## config.mk

```make
export PLATFORM = sky130hd
export DESIGN_NAME = stream_substring_replace_top
export DESIGN_NICKNAME = d
export VERILOG_FILES = /design/src/sv/ssr_pkg.sv /design/src/sv/ssr_match.sv /design/src/sv/stream_substring_replace_top.sv
export SDC_FILE = /design/constraint.sdc
export NUM_CORES = 1
export LEC_CHECK = 0
export BUFFER_PORTS_ARGS = -buffer_cell sky130_fd_sc_hd__buf_2
export CORE_MARGIN = 5
export CORE_UTILIZATION = 65
export CTS_CLUSTER_DIAMETER = 50
export DETAILED_ROUTE_END_ITERATION = 10
export PLACE_DENSITY = 0.85
export SLEW_MARGIN = 20
export SYNTH_ARGS = -nofsm -noshare
export SYNTH_HDL_FRONTEND = slang
export SYNTH_SLANG_ARGS = --single-unit
```

## constraint.sdc

```tcl
create_clock -name clk -period 8.9 [get_ports clk]
set_input_delay 0.445 -clock clk [delete_from_list [all_inputs] [get_ports clk]]
set_output_delay 0.445 -clock clk [all_outputs]
set_load 0.02 [all_outputs]
```

## src/sv/ssr_pkg.sv

```systemverilog
// ----------------------------------------------------------------------------
// ssr_pkg: shared definitions for the streaming substring replace block
// Field widths, configuration register indexes, the compare result record
// and the ASCII case folding function.
// ----------------------------------------------------------------------------
package ssr_pkg;

  localparam int BYTE_W     = 8;
  localparam int CFG_DATA_W = 64;
  localparam int CFG_BYTES  = CFG_DATA_W / BYTE_W;
  localparam int BYTE_IDX_W = $clog2(CFG_BYTES);
  localparam int LEN_W      = 4;
  localparam int CFG_IDX_W  = 3;

  // Configuration register indexes.
  localparam logic [CFG_IDX_W-1:0] REG_PATTERN_BYTES     = 3'd0;
  localparam logic [CFG_IDX_W-1:0] REG_PATTERN_LENGTH    = 3'd1;
  localparam logic [CFG_IDX_W-1:0] REG_REPLACEMENT_BYTES = 3'd2;
  localparam logic [CFG_IDX_W-1:0] REG_REPLACEMENT_LENGTH = 3'd3;
  localparam logic [CFG_IDX_W-1:0] REG_IGNORE_CASE       = 3'd4;

  localparam logic [BYTE_W-1:0] CHAR_UPPER_A = 8'h41;
  localparam logic [BYTE_W-1:0] CHAR_UPPER_Z = 8'h5A;
  localparam logic [BYTE_W-1:0] CASE_OFFSET  = 8'h20;
  localparam logic [BYTE_W-1:0] CHAR_NUL     = 8'h00;

  // Verdict of the prefix compare unit on the pending buffer.
  typedef struct packed {
    logic full;  // buffer holds the whole pattern
    logic hold;  // buffer is a proper prefix of the pattern
  } match_t;

  function automatic logic [BYTE_W-1:0] fold_case(input logic [BYTE_W-1:0] c,
                                                  input logic ic);
    logic [BYTE_W-1:0] res;
    res = c;
    if (ic && (c >= CHAR_UPPER_A) && (c <= CHAR_UPPER_Z)) begin
      res = c + CASE_OFFSET;
    end
    return res;
  endfunction

endpackage

```

## src/sv/ssr_match.sv

```systemverilog
// ----------------------------------------------------------------------------
// ssr_match: prefix compare unit
// Compares every in-use byte of the pending buffer against the pattern in
// one pass and reports a full match or a live partial match.
// ----------------------------------------------------------------------------
module ssr_match #(
  parameter int MAX_PATTERN = 8
) (
  input  logic [ssr_pkg::BYTE_W-1:0]     pend [MAX_PATTERN],
  input  logic [$clog2(MAX_PATTERN+1)-1:0] count,
  input  logic [ssr_pkg::CFG_DATA_W-1:0] pat_bytes,
  input  logic [ssr_pkg::LEN_W-1:0]      plen,
  input  logic                           ignore_case,
  output ssr_pkg::match_t                mt
);

  localparam int CW = $clog2(MAX_PATTERN + 1);

  logic [MAX_PATTERN-1:0] eq;
  logic [MAX_PATTERN-1:0] in_use;
  logic                   prefix_ok;
  logic [ssr_pkg::LEN_W-1:0] count_ext;

  for (genvar i = 0; i < MAX_PATTERN; i++) begin : g_cmp
    assign eq[i] = ssr_pkg::fold_case(pend[i], ignore_case) ==
                   ssr_pkg::fold_case(pat_bytes[i*ssr_pkg::BYTE_W +: ssr_pkg::BYTE_W],
                                      ignore_case);
    assign in_use[i] = CW'(i) < count;
  end

  assign prefix_ok = &(eq | ~in_use);
  assign count_ext = ssr_pkg::LEN_W'(count);

  always_comb begin
    mt.full = (plen != '0) && (count_ext == plen) && prefix_ok;
    mt.hold = (plen != '0) && (count_ext < plen) && prefix_ok;
  end

endmodule

```

## src/sv/stream_substring_replace_top.sv

```systemverilog
// A byte is taken in the idle state and judged in the check state that
// follows. A full match sends the replacement bytes, a hold waits for the
// next byte, and a buffer that is no longer a pattern prefix releases its
// oldest byte and is judged again; output stalls hold every send. A zero
// byte releases the pending bytes, then the terminator. One request at a
// time; synchronous active-low reset clears registers, pending count, out_valid.
// ----------------------------------------------------------------------------
// stream_substring_replace_top: streaming find-and-replace
// Holds bytes that may start a match, replaces each full match, releases bytes
// oldest first once the buffer stops being a pattern prefix or on a zero byte.
// ----------------------------------------------------------------------------
module stream_substring_replace_top #(
  parameter int MAX_PATTERN = 8
) (
  input  logic                            clk,
  input  logic                            rst_n,
  input  logic                            in_valid,
  output logic                            in_stall,
  input  logic [ssr_pkg::BYTE_W-1:0]      in_char_value,
  output logic                            out_valid,
  input  logic                            out_stall,
  output logic [ssr_pkg::BYTE_W-1:0]      out_char,
  output logic                            out_end_of_string,
  input  logic                            cfg_valid,
  output logic                            cfg_ready,
  input  logic [ssr_pkg::CFG_IDX_W-1:0]   cfg_index,
  input  logic [ssr_pkg::CFG_DATA_W-1:0]  cfg_data
);

  localparam int CW = $clog2(MAX_PATTERN + 1);
  localparam int IW = (MAX_PATTERN > 1) ? $clog2(MAX_PATTERN) : 1;
  localparam logic [ssr_pkg::LEN_W-1:0] MAX_LEN = ssr_pkg::LEN_W'(MAX_PATTERN);

  typedef enum logic [3:0] {
    ST_IDLE  = 4'b0001,
    ST_CHECK = 4'b0010,
    ST_REPL  = 4'b0100,
    ST_FLUSH = 4'b1000
  } state_t;

  state_t                           state_r, state_nxt;
  logic [ssr_pkg::CFG_DATA_W-1:0]   pat_bytes_r, rep_bytes_r;
  logic [ssr_pkg::LEN_W-1:0]        pat_len_r, rep_len_r;
  logic                             ignore_case_r;
  logic [ssr_pkg::BYTE_W-1:0]       pend_r [MAX_PATTERN];
  logic [CW-1:0]                    count_r, count_nxt;
  logic [ssr_pkg::BYTE_IDX_W-1:0]   rep_idx_r, rep_idx_nxt;
  logic                             out_valid_r;
  logic [ssr_pkg::BYTE_W-1:0]       out_char_r;
  logic                             out_eos_r;

  logic [ssr_pkg::LEN_W-1:0]        plen, rlen;
  logic                             out_free;
  logic                             pend_wr, pend_shift;
  logic                             out_load;
  logic [ssr_pkg::BYTE_W-1:0]       load_char;
  logic                             load_eos;
  ssr_pkg::match_t                  mt;

  assign plen      = (pat_len_r > MAX_LEN) ? MAX_LEN : pat_len_r;
  assign rlen      = (rep_len_r > MAX_LEN) ? MAX_LEN : rep_len_r;
  assign out_free  = !out_valid_r || !out_stall;
  assign in_stall  = (state_r != ST_IDLE);
  assign cfg_ready = 1'b1;

  ssr_match #(
    .MAX_PATTERN(MAX_PATTERN)
  ) u_match (
    .pend        (pend_r),
    .count       (count_r),
    .pat_bytes   (pat_bytes_r),
    .plen        (plen),
    .ignore_case (ignore_case_r),
    .mt          (mt)
  );

  // Configuration registers; unknown indexes are ignored.
  always_ff @(posedge clk) begin
    if (!rst_n) begin
      pat_bytes_r   <= '0;
      pat_len_r     <= '0;
      rep_bytes_r   <= '0;
      rep_len_r     <= '0;
      ignore_case_r <= 1'b0;
    end else if (cfg_valid) begin
      case (cfg_index)
        ssr_pkg::REG_PATTERN_BYTES:      pat_bytes_r   <= cfg_data;
        ssr_pkg::REG_PATTERN_LENGTH:     pat_len_r     <= cfg_data[ssr_pkg::LEN_W-1:0];
        ssr_pkg::REG_REPLACEMENT_BYTES:  rep_bytes_r   <= cfg_data;
        ssr_pkg::REG_REPLACEMENT_LENGTH: rep_len_r     <= cfg_data[ssr_pkg::LEN_W-1:0];
        ssr_pkg::REG_IGNORE_CASE:        ignore_case_r <= cfg_data[0];
        default: ;
      endcase
    end
  end

  always_comb begin
    state_nxt   = state_r;
    count_nxt   = count_r;
    rep_idx_nxt = rep_idx_r;
    pend_wr     = 1'b0;
    pend_shift  = 1'b0;
    out_load    = 1'b0;
    load_char   = ssr_pkg::CHAR_NUL;
    load_eos    = 1'b0;
    case (state_r)
      ST_IDLE: begin
        if (in_valid) begin
          if (in_char_value == ssr_pkg::CHAR_NUL) begin
            state_nxt = ST_FLUSH;
          end else begin
            pend_wr   = 1'b1;
            count_nxt = count_r + CW'(1);
            state_nxt = ST_CHECK;
          end
        end
      end
      ST_CHECK: begin
        if (mt.full) begin
          count_nxt   = '0;
          rep_idx_nxt = '0;
          state_nxt   = (rlen == '0) ? ST_IDLE : ST_REPL;
        end else if (mt.hold) begin
          state_nxt = ST_IDLE;
        end else if (out_free) begin
          // The buffer is no longer a prefix: release the oldest byte and
          // judge the rest again in the next cycle.
          out_load   = 1'b1;
          load_char  = pend_r[0];
          pend_shift = 1'b1;
          count_nxt  = count_r - CW'(1);
          if (count_r == CW'(1)) begin
            state_nxt = ST_IDLE;
          end
        end
      end
      ST_REPL: begin
        if (out_free) begin
          out_load    = 1'b1;
          load_char   = rep_bytes_r[{rep_idx_r, 3'b000} +: ssr_pkg::BYTE_W];
          rep_idx_nxt = rep_idx_r + ssr_pkg::BYTE_IDX_W'(1);
          if ((ssr_pkg::LEN_W'(rep_idx_r) + ssr_pkg::LEN_W'(1)) == rlen) begin
            state_nxt = ST_IDLE;
          end
        end
      end
      ST_FLUSH: begin
        if (out_free) begin
          out_load = 1'b1;
          if (count_r != '0) begin
            load_char  = pend_r[0];
            pend_shift = 1'b1;
            count_nxt  = count_r - CW'(1);
          end else begin
            load_char = ssr_pkg::CHAR_NUL;
            load_eos  = 1'b1;
            state_nxt = ST_IDLE;
          end
        end
      end
      default: begin
        state_nxt = ST_IDLE;
      end
    endcase
  end

  always_ff @(posedge clk) begin
    if (!rst_n) begin
      state_r     <= ST_IDLE;
      count_r     <= '0;
      rep_idx_r   <= '0;
      out_valid_r <= 1'b0;
    end else begin
      state_r   <= state_nxt;
      count_r   <= count_nxt;
      rep_idx_r <= rep_idx_nxt;
      if (out_load) begin
        out_valid_r <= 1'b1;
      end else if (!out_stall) begin
        out_valid_r <= 1'b0;
      end
    end
  end

  always_ff @(posedge clk) begin
    if (out_load) begin
      out_char_r <= load_char;
      out_eos_r  <= load_eos;
    end
  end

  // Pending buffer: written at the fill position, shifted toward entry zero.
  for (genvar i = 0; i < MAX_PATTERN; i++) begin : g_pend
    always_ff @(posedge clk) begin
      if (pend_wr && (count_r[IW-1:0] == IW'(i))) begin
        pend_r[i] <= in_char_value;
      end else if (pend_shift) begin
        pend_r[i] <= pend_r[(i < MAX_PATTERN - 1) ? i + 1 : i];
      end
    end
  end

  assign out_valid         = out_valid_r;
  assign out_char          = out_char_r;
  assign out_end_of_string = out_eos_r;

endmodule

```

==> impl.org <==
** Status
- Outcome :: finished, final reports clean

** Setup path
- Along the worst path, the maximum fanout reaches 15.
- STA puts the critical path data required time at 9160 ps.
- The largest single stage delay on the critical path is 600 ps.
- Walking the worst path, the cells encountered are a21oi_1 > o2111ai_1 > or4_1 > a2111oi_2 > nor4_1 > a211o_1 > a2111oi_4 > a31oi_1 > o21a_1 > or2_2.
- Data arrives at the worst endpoint at 4610 ps.
- CP bufs+invs :: 0
- The worst setup path is captured at a flop.
- Startpoint type of the worst setup path :: flop
- CP Class :: flop to flop
- For this design, the slowest cell found on the critical path is a2111oi_4.
- On the critical path the largest part of the delay comes from compound AO/OA/AOI/OAI gates.

** Power and ir drop
- IR Drop Worst-Case VDD :: 0.130 mV
- In this run the static leakage power is 0.00483 uW.
- Power per Cell Area :: 189 nW/um^2

** CTS
- Gates resized during post-CTS repair numbered 0.
- CTS Hold Buffers Added :: 0
- Clock network latency to the later pin of the worst-skew pair :: 530 ps
- Library cell used as clock root buffer :: clkbuf_16
- No sink is reached through more buffers than the 3 on the longest clock path.
- Clock tree synthesis found a total of 222 sinks.
- After clock tree synthesis, the clock-pin slew on the worst setup and hold paths is 60 ps.
- H-tree lvl count :: 1
- Number of setup buffers added after CTS :: 0
- TritonCTS clock tree :: done
- Inserted Clock Buffers :: 26

** GRT
- The initial antenna violation count is 1.
- For this run, the total global-route usage over all layers was measured as 0.302.
- Aggregate global routing overflow :: 0
- Entering global routing, the biggest net connects 86 pins.
- Vias in the first global route :: 9,926
- The first global-routing pass estimated 52,600 um of wire.

** Placed design
- The placed instances occupy a cell area of 12,700 um^2.
- Port Buffers :: 90
- Final RePlAce weighted congestion :: 0.918
- Number of placed cells counting well taps :: 1,535
- HPWL after detailed placement :: 23,100 um

** Flow run
- Max-cap violations in this run came to 0.

** Floorplanning
- Floorplan core area :: 18,100 um^2
- Die W :: 146 um
- The floorplan step defined a die boundary enclosing 21,400 um^2.
- Initial core utilization :: 0.667
- Rows :: 49
- Die height :: 146 um
- Number of top-level pins :: 92

** Route
- Number of DRC markers in iteration 0 :: 946
- Final wirelength :: 33,000 um
- For this run, design rule violations remaining after detail routing come to 0.
- Detailed-route wire length per cell :: 20.8 um
- The count of nets left with antenna violations once routing finished came out at 0.
- Vias :: 10,079
- Dividing the detail-routed via count by the number of cells gives 6.37.
- For this run, the detailed router's first-pass iteration total came to 5.

** Final layout
- The repair_antennas step left the layout with diodes totalling 0.
- Fin util :: 0.747
- Count of placed standard cells in the final layout, fillers left out :: 1,583
- After routing the design area is 13,600 um^2.
- Fin nets :: 1,443
- Area grow syn2layout :: 12.1%
- Counting the fill cells in the layout gives 1,318.
- Of the cells placed in the final design, the portion with a size suffix greater than 1 is 0.171.

** Logic synthesis
- Of the post-synthesis cell area, the dominant cell type holds 0.247.
- Top cells by area, synth :: dfxtp_1 25%, edfxtp_1 18%, nand2_1 9.4%
- Yosys mapped a number of flops with a built-in enable equal to 73.
- Synthesized instance count :: 1,268
- Counting distinct cell types in the post-synthesis netlist gives 72.
- The biggest area contributor in the post-synthesis netlist is dfxtp_1.
- Synthesis inferred 222 register bits.
- The Yosys step of the flow raised 0 warnings.
- A synthesized cell averages 9.54 um^2.
- The most used flip-flop cell after synthesis is dfxtp_1.
- For this run, the register share of the synthesized area comes to 0.428.
- The number of nets in the synthesized netlist is 1,377.
- In the synthesized netlist the async set-or-reset flop fraction comes to 0.
- Cell Area, Synth :: 12,100 um^2

** Timing
- The clock arrives with 10.2 ps of skew.
- Worst slew margin relative to its limit :: 0.276
- Subtracting the final worst setup slack from the clock period gives 4350 ps.
- Max Clk Rate :: 0.230 GHz
- Worst hold-check slack :: 174 ps
- Number of pins with negative max-slew slack in the final report :: 0
- RSZ-0062 raised after global routing :: no
- The total count of hold-check failures in the final report was 0.
- For the final routed database, the setup TNS stands at 0 ps.
- At the pin with the least slew margin, the transition time is 1080 ps.
- Setup violations remaining at the end of the flow were counted as 0.
- Portion of the clock cycle consumed by the worst path in the final layout :: 0.489

** Hold path
- The worst hold path belongs to the class input port to flop.
-- placed cells by master, fill, tap and decap left out, types with 8 or more instances in the layout --
master     netlist  final
a21boi_0       131    131
a21oi_1         26     26
a31oi_1         10     10
buf_2            1     89
buf_4            1      8
clkbuf_16        0     29
dfxtp_1        149    149
edfxtp_1        73     73
ha_1            29     29
inv_1           22     22
mux2_2          58     58
mux2i_1         29     29
mux4_2          16     16
nand2_1        303    302
nand2b_1        10     10
nand3_1         26     26
nor2_1          32     31
nor2b_1         13     13
nor3_1          21     21
nor4_1          11     11
o21ai_0         19     19
o2bb2ai_1       10     10
or3_1           10     10
or4_1           11     11
xnor2_1         46     46
xor2_1          31     31
-- logic make-up after synthesis --
family                   Yosys count  synth area share
multiplexers                     103             0.108
buffers and inverters             81            0.0255
other                              1          0.000310
AND/OR/NAND/NOR                  487             0.185
adder cells (fa/ha/maj)           29            0.0300
XOR/XNOR                          79            0.0595
AO/OA/AOI/OAI                    266             0.164
flip-flops                       222             0.428
-- power breakdown --
part	switching, uW	total (uW)	internal, uW
logic	184	316	132
clock network	421	1090	666
registers	54.1	1160	1100
-- state kept, by name, indices dropped and copies added (netlist names) --
signal / flops
count_r: 4
ignore_case_r: 1
out_char: 8
out_end_of_string: 1
out_valid: 1
pat_bytes_r: 64
pat_len_r: 4
pend_r: 64
rep_bytes_r: 64
rep_idx_r: 3
rep_len_r: 4
state_r: 4
-- worst reg2reg max path, stage by stage (launching register included) --
cell and delay [ps]:
edfxtp_1 470, a21oi_1 240, o2111ai_1 210, or4_1 590, a2111oi_2 320, nor4_1 100, a211o_1 340, a2111oi_4 600
a31oi_1 250, o21a_1 480, or2_2 500
-- per-layer routing --
metal,track usage,up-vias,part of all wire
met1,0.398,4872,0.41
met3,0.0397,95,0.067
met4,0.134,2,0.049
met5,0,-,0.00039
li1,-,4686,-
met2,0.500,424,0.47
-- stage by stage --
| stage | setup slack, ps | power [uW] |
|---|---|---|
| floorplan | 5210 | 1380 |
| global placement | 4770 | 1470 |
| detailed placement | 4700 | 1480 |
| CTS | 4630 | 2560 |
| global route | 4260 | 2650 |
| finish | 4550 | 2560 |
-- layout make-up --
type / instances / area, um^2 / area share
inverters: 22 / 82.6 / 0.00609
clock buffers: 38 / 779 / 0.0575
well taps: 229 / 287 / 0.0211
flip-flops and latches: 222 / 5170 / 0.382
multi-input cells: 965 / 6620 / 0.489
repair buffers: 97 / 505 / 0.0373
clock inverters: 10 / 106 / 0.00784
-- synth_stat cells (all sizes together) (13+ instances only) --
cell and count:
inv 22, nor2b 13, a21boi 131, o21ai 20
clkbuf 53, edfxtp 73, nor2 32, mux2 58
a21oi 26, mux2i 29, nand2 303, xor2 31
nand3 26, xnor2 46, dfxtp 149, mux4 16
nor3 21, ha 29
-- final timing paths --
check                  start              end  slack, ps  cells past startpoint
max                pend_r[9]       pend_r[40]       4550                     10
min             cfg_data[23]  rep_bytes_r[23]        170                      3
max reg2reg        pend_r[9]       pend_r[40]       4550                     10
min reg2reg  rep_bytes_r[52]  rep_bytes_r[52]        460                      2
Note: power is estimated with default switching activity, not from simulation.
